$ cat config.mk
export PLATFORM = sky130hd
export DESIGN_NAME = linear_interp_time_stretch
export DESIGN_NICKNAME = d
export VERILOG_FILES = /design/src/sv/lits_pkg.sv /design/src/sv/lits_ctrl.sv /design/src/sv/lits_dpath.sv /design/src/sv/linear_interp_time_stretch.sv
export VERILOG_INCLUDE_DIRS = /design/src /design/src/sv
export SDC_FILE = /design/constraint.sdc
export NUM_CORES = 2
export LEC_CHECK = 0
export BUFFER_PORTS_ARGS = -buffer_cell sky130_fd_sc_hd__buf_2
export CAP_MARGIN = 20
export CORE_UTILIZATION = 55
export CTS_BUF_LIST = sky130_fd_sc_hd__clkbuf_8 sky130_fd_sc_hd__clkbuf_16
export CTS_CLUSTER_DIAMETER = 100
export DETAILED_ROUTE_END_ITERATION = 12
export PLACE_DENSITY_LB_ADDON = 0.15
export REMOVE_ABC_BUFFERS = 1
export SYNTH_ARGS = -nofsm -noshare
export SYNTH_HDL_FRONTEND = slang
export SYNTH_SLANG_ARGS = --single-unit
$ cat constraint.sdc
create_clock -name i_clk -period 14 [get_ports i_clk]
set_input_delay 2.8 -clock i_clk [delete_from_list [all_inputs] [get_ports i_clk]]
set_output_delay 2.8 -clock i_clk [all_outputs]
set_load 0.03 [all_outputs]
$ cat src/sv/assert_macros.svh
// ----------------------------------------------------------------------------
// assert_macros.svh
// Concurrent assertion shorthands, clocked on i_clk, off while i_rst_n is low.
// ----------------------------------------------------------------------------
`ifndef ASSERT_MACROS_SVH
`define ASSERT_MACROS_SVH

// Same-cycle implication.
`define CHK_IMPL(lbl, ante, cons, msg) \
    lbl: assert property (@(posedge i_clk) disable iff (!i_rst_n) (ante) |-> (cons)) \
        else $error(msg);

// Next-cycle implication.
`define CHK_NEXT(lbl, ante, cons, msg) \
    lbl: assert property (@(posedge i_clk) disable iff (!i_rst_n) (ante) |=> (cons)) \
        else $error(msg);

`endif

$ cat src/sv/lits_pkg.sv
// ----------------------------------------------------------------------------
// lits_pkg
// Shared types and constants of the linear interpolation resampler.
// ----------------------------------------------------------------------------
`timescale 1ns / 1ps
`default_nettype none

package lits_pkg;

    localparam int COUNT_BITS_DEF = 24;
    localparam int FRAC_BITS_DEF  = 16;
    localparam int MAX_RUN_DEF    = 64;

    localparam int SAMPLE_W   = 16;
    localparam int SAMPLE_MAX = 32767;
    localparam int SAMPLE_MIN = -32768;
    localparam int STEP_W     = 32;
    localparam int TOTAL_W    = 24;
    localparam int CFG_IDX_W  = 1;
    localparam int CFG_DATA_W = 32;

    localparam logic [STEP_W-1:0] STEP_RESET = 32'h0001_0000;

    typedef enum logic [CFG_IDX_W-1:0] {
        REG_POSITION_STEP = 1'b0,
        REG_OUTPUT_TOTAL  = 1'b1
    } t_reg_idx;

    typedef enum logic [2:0] {
        S_IDLE,
        S_FIRST,
        S_MUL,
        S_SUM,
        S_EMIT,
        S_JUDGE,
        S_SEND,
        S_DONE
    } t_state;

    typedef struct packed {
        logic load;
        logic mul;
        logic sum;
        logic emit;
        logic judge;
        logic finish;
    } t_cmd;

    typedef struct packed {
        logic more;
        logic last;
    } t_status;

endpackage

`default_nettype wire

$ cat src/sv/lits_ctrl.sv
// ----------------------------------------------------------------------------
// lits_ctrl
// Sequencer: accepts a source sample, steps the datapath once per result and
// hands each result over the output stream.
// ----------------------------------------------------------------------------
`timescale 1ns / 1ps
`default_nettype none
`include "assert_macros.svh"

module lits_ctrl
    import lits_pkg::*;
(
    input  wire     i_clk,
    input  wire     i_rst_n,
    input  wire     i_in_valid,
    output logic    o_in_ready,
    output logic    o_out_valid,
    input  wire     i_out_ready,
    output t_cmd    o_cmd,
    input  t_status i_status
);

    t_state r_state;
    t_state n_state;

    always_ff @(posedge i_clk) begin
        if (!i_rst_n) begin
            r_state <= S_IDLE;
        end else begin
            r_state <= n_state;
        end
    end

    always_comb begin
        n_state     = r_state;
        o_cmd       = '0;
        o_in_ready  = 1'b0;
        o_out_valid = 1'b0;
        unique case (r_state)
            S_IDLE: begin
                o_in_ready = 1'b1;
                if (i_in_valid) begin
                    o_cmd.load = 1'b1;
                    n_state    = S_FIRST;
                end
            end
            S_FIRST: begin
                n_state = i_status.more ? S_MUL : S_DONE;
            end
            S_MUL: begin
                o_cmd.mul = 1'b1;
                n_state   = S_SUM;
            end
            S_SUM: begin
                o_cmd.sum = 1'b1;
                n_state   = S_EMIT;
            end
            S_EMIT: begin
                o_cmd.emit = 1'b1;
                n_state    = S_JUDGE;
            end
            S_JUDGE: begin
                o_cmd.judge = 1'b1;
                n_state     = S_SEND;
            end
            S_SEND: begin
                o_out_valid = 1'b1;
                if (i_out_ready) begin
                    n_state = i_status.last ? S_DONE : S_MUL;
                end
            end
            S_DONE: begin
                o_cmd.finish = 1'b1;
                n_state      = S_IDLE;
            end
        endcase
    end

    `CHK_IMPL(a_done_no_work, r_state == S_DONE, !i_status.more, "item closed with work left")
    `CHK_NEXT(a_send_holds, (r_state == S_SEND) && !i_out_ready, r_state == S_SEND,
              "result dropped while stalled")

endmodule

`default_nettype wire

$ cat src/sv/lits_dpath.sv
// ----------------------------------------------------------------------------
// lits_dpath
// Position tracking, interpolation multiply, rounding and clamping, plus the
// configuration registers.
// ----------------------------------------------------------------------------
`timescale 1ns / 1ps
`default_nettype none
`include "assert_macros.svh"

module lits_dpath
    import lits_pkg::*;
#(
    parameter int COUNT_BITS = COUNT_BITS_DEF,
    parameter int FRAC_BITS  = FRAC_BITS_DEF,
    parameter int MAX_RUN    = MAX_RUN_DEF
) (
    input  wire                   i_clk,
    input  wire                   i_rst_n,
    input  wire                   i_cfg_valid,
    input  wire [CFG_IDX_W-1:0]   i_cfg_index,
    input  wire [CFG_DATA_W-1:0]  i_cfg_data,
    input  wire [SAMPLE_W-1:0]    i_in_sample,
    input  wire                   i_in_final,
    output logic [SAMPLE_W-1:0]   o_res_sample,
    output logic                  o_res_last,
    output logic                  o_res_wave,
    input  t_cmd                  i_cmd,
    output t_status               o_status
);

    localparam int POS_W  = COUNT_BITS + FRAC_BITS;
    localparam int SUM_W  = ((POS_W > STEP_W) ? POS_W : STEP_W) + 1;
    localparam int RUN_W  = $clog2(MAX_RUN + 1);
    localparam int DIFF_W = SAMPLE_W + 1;
    localparam int PROD_W = DIFF_W + FRAC_BITS + 1;
    localparam int T_W    = SAMPLE_W + FRAC_BITS + 3;
    localparam int Q_W    = T_W - FRAC_BITS;
    localparam logic [T_W-1:0] HALF = T_W'(1) << (FRAC_BITS - 1);

    logic [STEP_W-1:0]            r_step;
    logic [COUNT_BITS-1:0]        r_total;
    logic signed [SAMPLE_W-1:0]   r_prev;
    logic                         r_have_prev;
    logic [COUNT_BITS-1:0]        r_src_idx;
    logic [POS_W-1:0]             r_pos;
    logic [COUNT_BITS-1:0]        r_emitted;
    logic [RUN_W-1:0]             r_run_cnt;

    logic signed [SAMPLE_W-1:0]   r_cur;
    logic                         r_fin;
    logic signed [SAMPLE_W-1:0]   r_a;
    logic signed [PROD_W-1:0]     r_prod;
    logic signed [T_W-1:0]        r_t;
    logic [SAMPLE_W-1:0]          r_res;
    logic                         r_wave;
    logic                         r_last;

    logic [COUNT_BITS-1:0]        pos_int;
    logic [FRAC_BITS-1:0]         pos_frac;
    logic [COUNT_BITS-1:0]        idx_m1;
    logic                         room;
    logic                         more_interp;
    logic                         more_hold;
    logic [FRAC_BITS-1:0]         frac_sel;
    logic signed [DIFF_W-1:0]     diff;
    logic signed [DIFF_W-1:0]     mul_diff;
    logic signed [FRAC_BITS:0]    mul_frac;
    logic signed [PROD_W-1:0]     mul_prod;
    logic signed [T_W-1:0]        n_t;
    logic signed [T_W-1:0]        rnd;
    logic signed [Q_W-1:0]        q;
    logic [SAMPLE_W-1:0]          n_res;
    logic [SUM_W-1:0]             pos_sum;
    logic [POS_W-1:0]             n_pos;
    logic [COUNT_BITS-1:0]        emitted_inc;

    assign pos_int  = r_pos[POS_W-1:FRAC_BITS];
    assign pos_frac = r_pos[FRAC_BITS-1:0];
    assign idx_m1   = r_src_idx - COUNT_BITS'(1);

    assign room        = (r_run_cnt < RUN_W'(MAX_RUN)) && (r_emitted < r_total);
    assign more_interp = r_have_prev && room && (pos_int < r_src_idx);
    assign more_hold   = r_fin && room;

    // positions lagging the current pair take a zero fraction
    assign frac_sel = (pos_int >= idx_m1) ? pos_frac : '0;
    assign diff     = DIFF_W'(r_cur) - DIFF_W'(r_prev);
    assign mul_diff = more_interp ? diff : '0;
    assign mul_frac = more_interp ? {1'b0, frac_sel} : '0;
    assign mul_prod = PROD_W'(mul_diff) * PROD_W'(mul_frac);

    assign n_t = (T_W'(r_a) <<< FRAC_BITS) + T_W'(r_prod);

    // half away from zero: negative values take half minus one before the floor
    assign rnd = r_t + $signed(r_t[T_W-1] ? (HALF - T_W'(1)) : HALF);
    assign q   = rnd[T_W-1:FRAC_BITS];

    always_comb begin
        priority if (q > Q_W'(SAMPLE_MAX)) begin
            n_res = SAMPLE_W'(SAMPLE_MAX);
        end else if (q < Q_W'(SAMPLE_MIN)) begin
            n_res = SAMPLE_W'(SAMPLE_MIN);
        end else begin
            n_res = q[SAMPLE_W-1:0];
        end
    end

    assign pos_sum     = SUM_W'(r_pos) + SUM_W'(r_step);
    assign n_pos       = (|pos_sum[SUM_W-1:POS_W]) ? '1 : pos_sum[POS_W-1:0];
    assign emitted_inc = r_emitted + COUNT_BITS'(1);

    always_ff @(posedge i_clk) begin
        if (!i_rst_n) begin
            r_step      <= STEP_RESET;
            r_total     <= '0;
            r_prev      <= '0;
            r_have_prev <= 1'b0;
            r_src_idx   <= '0;
            r_pos       <= '0;
            r_emitted   <= '0;
            r_run_cnt   <= '0;
        end else begin
            if (i_cfg_valid) begin
                unique case (t_reg_idx'(i_cfg_index))
                    REG_POSITION_STEP: r_step  <= i_cfg_data[STEP_W-1:0];
                    REG_OUTPUT_TOTAL:  r_total <= COUNT_BITS'(i_cfg_data[TOTAL_W-1:0]);
                endcase
            end
            if (i_cmd.load) begin
                r_run_cnt <= '0;
            end
            if (i_cmd.emit) begin
                r_pos     <= n_pos;
                r_emitted <= emitted_inc;
                r_run_cnt <= r_run_cnt + RUN_W'(1);
            end
            if (i_cmd.finish) begin
                if (r_fin) begin
                    r_prev      <= '0;
                    r_have_prev <= 1'b0;
                    r_src_idx   <= '0;
                    r_pos       <= '0;
                    r_emitted   <= '0;
                end else begin
                    r_prev      <= r_cur;
                    r_have_prev <= 1'b1;
                    r_src_idx   <= r_src_idx + COUNT_BITS'(1);
                end
            end
        end
    end

    always_ff @(posedge i_clk) begin
        if (i_cmd.load) begin
            r_cur <= $signed(i_in_sample);
            r_fin <= i_in_final;
        end
        if (i_cmd.mul) begin
            r_a    <= more_interp ? r_prev : r_cur;
            r_prod <= mul_prod;
        end
        if (i_cmd.sum) begin
            r_t <= n_t;
        end
        if (i_cmd.emit) begin
            r_res  <= n_res;
            r_wave <= (emitted_inc == r_total);
        end
        if (i_cmd.judge) begin
            r_last <= !(more_interp || more_hold);
        end
    end

    assign o_status.more = more_interp || more_hold;
    assign o_status.last = r_last;
    assign o_res_sample  = r_res;
    assign o_res_last    = r_last;
    assign o_res_wave    = r_fin ? r_last : r_wave;

    `CHK_IMPL(a_run_bound, 1'b1, r_run_cnt <= RUN_W'(MAX_RUN), "run count past cap")
    `CHK_NEXT(a_final_clears, i_cmd.finish && r_fin,
              !r_have_prev && (r_pos == '0) && (r_emitted == '0), "waveform end left state")
    `CHK_NEXT(a_pos_monotone, !i_cmd.finish, r_pos >= $past(r_pos), "position stepped back")

endmodule

`default_nettype wire

$ cat src/sv/linear_interp_time_stretch.sv
// Linear interpolation resampler. Signed 16-bit source samples enter on the
// slave stream, tlast on the last sample of a waveform; output number i sits
// at source position i * position_step (unsigned Q16.16) and is formed from
// the bracketing pair, rounded half away from zero. On the final sample the
// outputs still owed up to output_total repeat it, then the block clears its
// position and sample state but keeps its configuration. One item is handled
// at a time through a single multiply and round path: an item that yields no
// result passes through load, first check and done, and each result passes
// through multiply, sum, round, run check and transfer plus any wait on
// m_axis_tready, at most MAX_RUN results per item. Configuration writes are
// always accepted and must be issued only while no item is in flight.
// ----------------------------------------------------------------------------
// linear_interp_time_stretch
// Top level: stream ports, configuration port, controller and datapath.
// ----------------------------------------------------------------------------
`timescale 1ns / 1ps
`default_nettype none

module linear_interp_time_stretch
    import lits_pkg::*;
#(
    parameter int COUNT_BITS = COUNT_BITS_DEF,
    parameter int FRAC_BITS  = FRAC_BITS_DEF,
    parameter int MAX_RUN    = MAX_RUN_DEF
) (
    input  wire                   i_clk,
    input  wire                   i_rst_n,
    input  wire                   i_cfg_valid,
    output logic                  o_cfg_ready,
    input  wire [CFG_IDX_W-1:0]   i_cfg_index,
    input  wire [CFG_DATA_W-1:0]  i_cfg_data,
    input  wire                   i_s_axis_tvalid,
    output logic                  o_s_axis_tready,
    input  wire [SAMPLE_W-1:0]    i_s_axis_tdata,   // [15:0] sample_in
    input  wire                   i_s_axis_tlast,   // final_sample
    output logic                  o_m_axis_tvalid,
    input  wire                   i_m_axis_tready,
    output logic [SAMPLE_W-1:0]   o_m_axis_tdata,   // [15:0] sample_out
    output logic                  o_m_axis_tlast,   // run_last
    output logic                  o_m_axis_tuser    // [0] wave_done
);

    t_cmd    cmd;
    t_status status;

    assign o_cfg_ready = 1'b1;

    lits_ctrl u_ctrl (
        .i_clk       (i_clk),
        .i_rst_n     (i_rst_n),
        .i_in_valid  (i_s_axis_tvalid),
        .o_in_ready  (o_s_axis_tready),
        .o_out_valid (o_m_axis_tvalid),
        .i_out_ready (i_m_axis_tready),
        .o_cmd       (cmd),
        .i_status    (status)
    );

    lits_dpath #(
        .COUNT_BITS (COUNT_BITS),
        .FRAC_BITS  (FRAC_BITS),
        .MAX_RUN    (MAX_RUN)
    ) u_dpath (
        .i_clk        (i_clk),
        .i_rst_n      (i_rst_n),
        .i_cfg_valid  (i_cfg_valid),
        .i_cfg_index  (i_cfg_index),
        .i_cfg_data   (i_cfg_data),
        .i_in_sample  (i_s_axis_tdata),
        .i_in_final   (i_s_axis_tlast),
        .o_res_sample (o_m_axis_tdata),
        .o_res_last   (o_m_axis_tlast),
        .o_res_wave   (o_m_axis_tuser),
        .i_cmd        (cmd),
        .o_status     (status)
    );

endmodule

`default_nettype wire
==> insert_results.sql <==
INSERT INTO impl_metrics (metric_group, metric, value, unit) VALUES
('drt', 'drt_first_iter_violations', '1335', ''),
('yosys', 'synth_edf_count', '120', ''),
('clock_tree', 'htree_levels', '2', ''),
('worst_setup_path', 'crit_path_frequent_cell', 'sky130_fd_sc_hd__fa_1', ''),
('grt', 'grt-ovfl-total', '0', ''),
('worst_setup_path', 'critPathArrivalTime', '11.09', 'ns'),
('worst_setup_path', 'critical_path_peak_fanout', '26', ''),
('place', 'gp_congestion', '0.927', ''),
('yosys', 'synth_cell_types', '92', ''),
('drt', 'drt-total-wl', '73000', 'um'),
('finish', 'layout_commonest_cell', 'sky130_fd_sc_hd__inv_1', ''),
('clock_tree', 'cts_tree', 'done', ''),
('place', 'port_buffers', '74', ''),
('sta', 'layout_min_cycle_time', '10.82', 'ns'),
('min_path', 'whs_path_depth', '0', ''),
('drt', 'drt_first_pass_iters', '6', ''),
('floorplanning', 'die_width', '228', 'um'),
('pwr', 'p_comb_share', '22.6', '%'),
('yosys', 'synthesis.instances', '3089', ''),
('job', 'maxCapViolCount', '0', ''),
('worst_setup_path', 'ff2ff_path_depth', '37', ''),
('grt', 'grt_pass1_wl', '115000', 'um'),
('yosys', 'synthDominantAreaCellType', 'sky130_fd_sc_hd__fa_1', ''),
('finish', 'multi_input_comb_area', '18700', 'um2'),
('clock_tree', 'number_of_buffers_added_to_fix_hold_violations_after_cts', '0', ''),
('pwr', 'power_density', '86.6', 'nW/um2'),
('drt', 'post-route-drc-count', '0', ''),
('yosys', 'ys_warn_count', '0', ''),
('worst_setup_path', 'worstSetupEndpointType', 'register', ''),
('finish', 'final_layout_size_suffix_gt1_share', '6.55', '%'),
('yosys', 'yosysSeqAreaShare', '25.1', '%'),
('min_path', 'worstHoldStart', 'u_dpath.r_prod[9]', ''),
('worst_setup_path', 'critical_path.startpoint', 'u_dpath.r_src_idx[3]', ''),
('floorplanning', 'core_area', '50200', 'um2'),
('yosys', 'syn-cell-area', '28000', 'um2'),
('sta', 'setup-tns-final', '0', 'ns'),
('drt', 'antenna_violating_nets_post_route', '0', ''),
('place', 'post-dp-hpwl', '57200', 'um'),
('pwr', 'power_report.internal_total', '1750', 'uW'),
('pwr', 'pwr-share-seq', '42.6', '%'),
('floorplanning', 'dieHeight', '228', 'um'),
('grt', 'maximum_number_of_pins_on_one_net_before_global_route_repair', '86', ''),
('grt', 'grt_pass1_vias', '21600', ''),
('drt', 'post_drt_via_cell_ratio', '5.61', ''),
('finish', 'fillCellCount', '4346', ''),
('pwr', 'ir_drop', '0.0000872', 'V'),
('finish', 'sequential_cell_area', '7030', 'um2'),
('floorplanning', 'floorplan.initialDensity', '55.8', '%'),
('grt', 'antenna_found_initial', '3', ''),
('worst_setup_path', 'path_depth', '37', ''),
('worst_setup_path', 'critPathTopFamily', 'adder cells', ''),
('worst_setup_path', 'cp_bufs_invs', '4', ''),
('drt', 'routedWlPerCell', '19.2', 'um'),
('floorplanning', 'floorplan.io_pins', '76', ''),
('worst_setup_path', 'timing.setup.critical_path_class', 'reg -> reg', ''),
('pwr', 'clockPowerShare', '34.8', '%'),
('grt', 'grt_use_total', '29.0', '%'),
('clock_tree', 'clock-root-buffer', 'sky130_fd_sc_hd__clkbuf_16', ''),
('clock_tree', 'tritoncts_num_sinks', '291', ''),
('outcome', 'run_status', 'complete, no violations', ''),
('clock_tree', 'clkSlewWorstSetupHoldPaths', '0.06', 'ns'),
('floorplanning', 'rows', '82', ''),
('sta', 'worst-slew-pin-transition', '0.990', 'ns'),
('worst_setup_path', 'cp_data_required_time', '14.27', 'ns'),
('sta', 'maxSlewViolCount', '0', ''),
('finish', 'commonest_cells_after_routing_fill_and_taps_aside', 'sky130_fd_sc_hd__inv_1 (459), sky130_fd_sc_hd__nand2_1 (361), sky130_fd_sc_hd__fa_1 (282)', ''),
('pwr', 'power.net_switching', '842', 'uW'),
('clock_tree', 'postCtsResizedCells', '0', ''),
('yosys', 'synth_area_leaders', 'sky130_fd_sc_hd__fa_1 (20%), sky130_fd_sc_hd__edfxtp_1 (13%), sky130_fd_sc_hd__dfxtp_1 (12%), sky130_fd_sc_hd__ha_1 (11%), sky130_fd_sc_hd__inv_1 (6.1%)', ''),
('min_path', 'holdCritPathClass', 'reg -> reg', ''),
('finish', 'layout-area-overhead-vs-synth', '7.13', '%');
==> power by group through the flow <==
stage / clock, uW / combinational, uW / sequential, uW
detailed placement: 0 / 581 / 1120
CTS: 922 / 586 / 1100
global placement: 0 / 568 / 1120
floorplan: 0 / 407 / 1080
global route: 954 / 646 / 1110
finish: 904 / 586 / 1110
==> final timing paths <==
check / endpoint / slack (ns)
max: u_dpath.r_prod[33] / 3.18
min: u_dpath.r_t[9] / 0.42
max reg2reg: u_dpath.r_prod[33] / 3.18
min reg2reg: u_dpath.r_t[9] / 0.42
==> synthesized netlist by cell type, types with 6 or more instances <==
master / number
sky130_fd_sc_hd__edfxtp_1: 120
sky130_fd_sc_hd__o31ai_1: 9
sky130_fd_sc_hd__nand2_1: 362
sky130_fd_sc_hd__xor2_1: 65
sky130_fd_sc_hd__clkbuf_1: 88
sky130_fd_sc_hd__ha_1: 248
sky130_fd_sc_hd__fa_1: 282
sky130_fd_sc_hd__nand4_1: 40
sky130_fd_sc_hd__o21a_1: 19
sky130_fd_sc_hd__nor2_2: 6
sky130_fd_sc_hd__a21o_1: 58
sky130_fd_sc_hd__nand3_1: 74
sky130_fd_sc_hd__nand2b_1: 22
sky130_fd_sc_hd__nand3b_1: 18
sky130_fd_sc_hd__nor2b_1: 36
sky130_fd_sc_hd__and2_1: 85
sky130_fd_sc_hd__or3_1: 8
sky130_fd_sc_hd__a211oi_1: 15
sky130_fd_sc_hd__and4_1: 11
sky130_fd_sc_hd__nor2_1: 172
sky130_fd_sc_hd__o2111ai_1: 8
sky130_fd_sc_hd__a211o_1: 7
sky130_fd_sc_hd__o21ai_0: 129
sky130_fd_sc_hd__or2_2: 13
sky130_fd_sc_hd__nor3_1: 47
sky130_fd_sc_hd__a21boi_0: 77
sky130_fd_sc_hd__inv_1: 452
sky130_fd_sc_hd__buf_2: 12
sky130_fd_sc_hd__a31oi_1: 13
sky130_fd_sc_hd__a21oi_1: 122
sky130_fd_sc_hd__o21bai_1: 10
sky130_fd_sc_hd__a221oi_1: 6
sky130_fd_sc_hd__and3_1: 48
sky130_fd_sc_hd__nor4_1: 8
sky130_fd_sc_hd__dfxtp_1: 171
sky130_fd_sc_hd__xnor2_1: 134
==> sequential cells by signal, summed over array words and instances (netlist names), 7 cells and up <==
| signal | flops |
|---|---|
| u_dpath.r_src_idx | 24 |
| u_dpath.r_pos | 40 |
| u_dpath.r_prev | 16 |
| u_dpath.r_cur | 16 |
| u_dpath.r_run_cnt | 7 |
| u_dpath.o_res_sample | 16 |
| u_dpath.r_emitted | 24 |
| u_dpath.r_t | 35 |
| u_dpath.r_a | 16 |
| u_dpath.r_total | 24 |
| u_dpath.r_prod | 34 |
| u_dpath.r_step | 32 |
==> logic make-up after synthesis <==
family,count (synthesis),synth area share (%)
mux,4,0.157
fa+ha+maj,530,31.3
flops,291,25.1
buf+inv,568,8.04
xor+xnor,199,6.23
compound gates,526,12.4
other cells,1,0.0134
simple gates,970,16.8
==> worst reg2reg max path: cells and delay by family, from the launching register on <==
kind                       cells  cell delay (ns)
DFF                            1             0.37
AOI/OAI and AO/OA             11             2.63
and+or+nand+nor               12             3.09
adders and majority gates      8             3.75
xor gates and xnor gates       2             0.24
buffers and inverters          4             0.48
==> layout make-up <==
| cell class | count | area share, % |
|---|---|---|
| inverter | 453 | 5.67 |
| timing repair buffer | 93 | 1.82 |
| multi-input combinational | 2230 | 62.5 |
| clock inverter | 21 | 0.576 |
| tap | 672 | 2.81 |
| sequential | 291 | 23.4 |
| clock buffer | 40 | 3.19 |
==> through the flow <==
| step | power [uW] | cell area (um2) | std cells | hold WS, ns | worst slack, ns |
|---|---|---|---|---|---|
| 3_5_place_dp | 1700 | 28800 | 3737 | 0.405 | 3.28 |
| 6_report | 2600 | 30000 | 3800 | 0.418 | 3.18 |
| 5_1_grt | 2710 | 30000 | 3800 | 0.422 | 2.55 |
| 4_1_cts | 2610 | 29900 | 3798 | 0.418 | 3.23 |
| 3_3_place_gp | 1690 | 28800 | 3735 | 0.401 | 3.54 |
| 2_1_floorplan | 1490 | 27400 | 2974 | 0.400 | 3.27 |
==> layer usage <==
| layer | global-route usage [%] | share of wire, % | wire length (um) |
|---|---|---|---|
| met2 | 49.4 | 48 | 35000 |
| met5 | 0 | 0.052 | 38 |
| met4 | 11.7 | 3.9 | 2850 |
| met1 | 36.9 | 43 | 31100 |
| met3 | 4.28 | 5.5 | 4000 |
(Power assumes the default switching activity.)
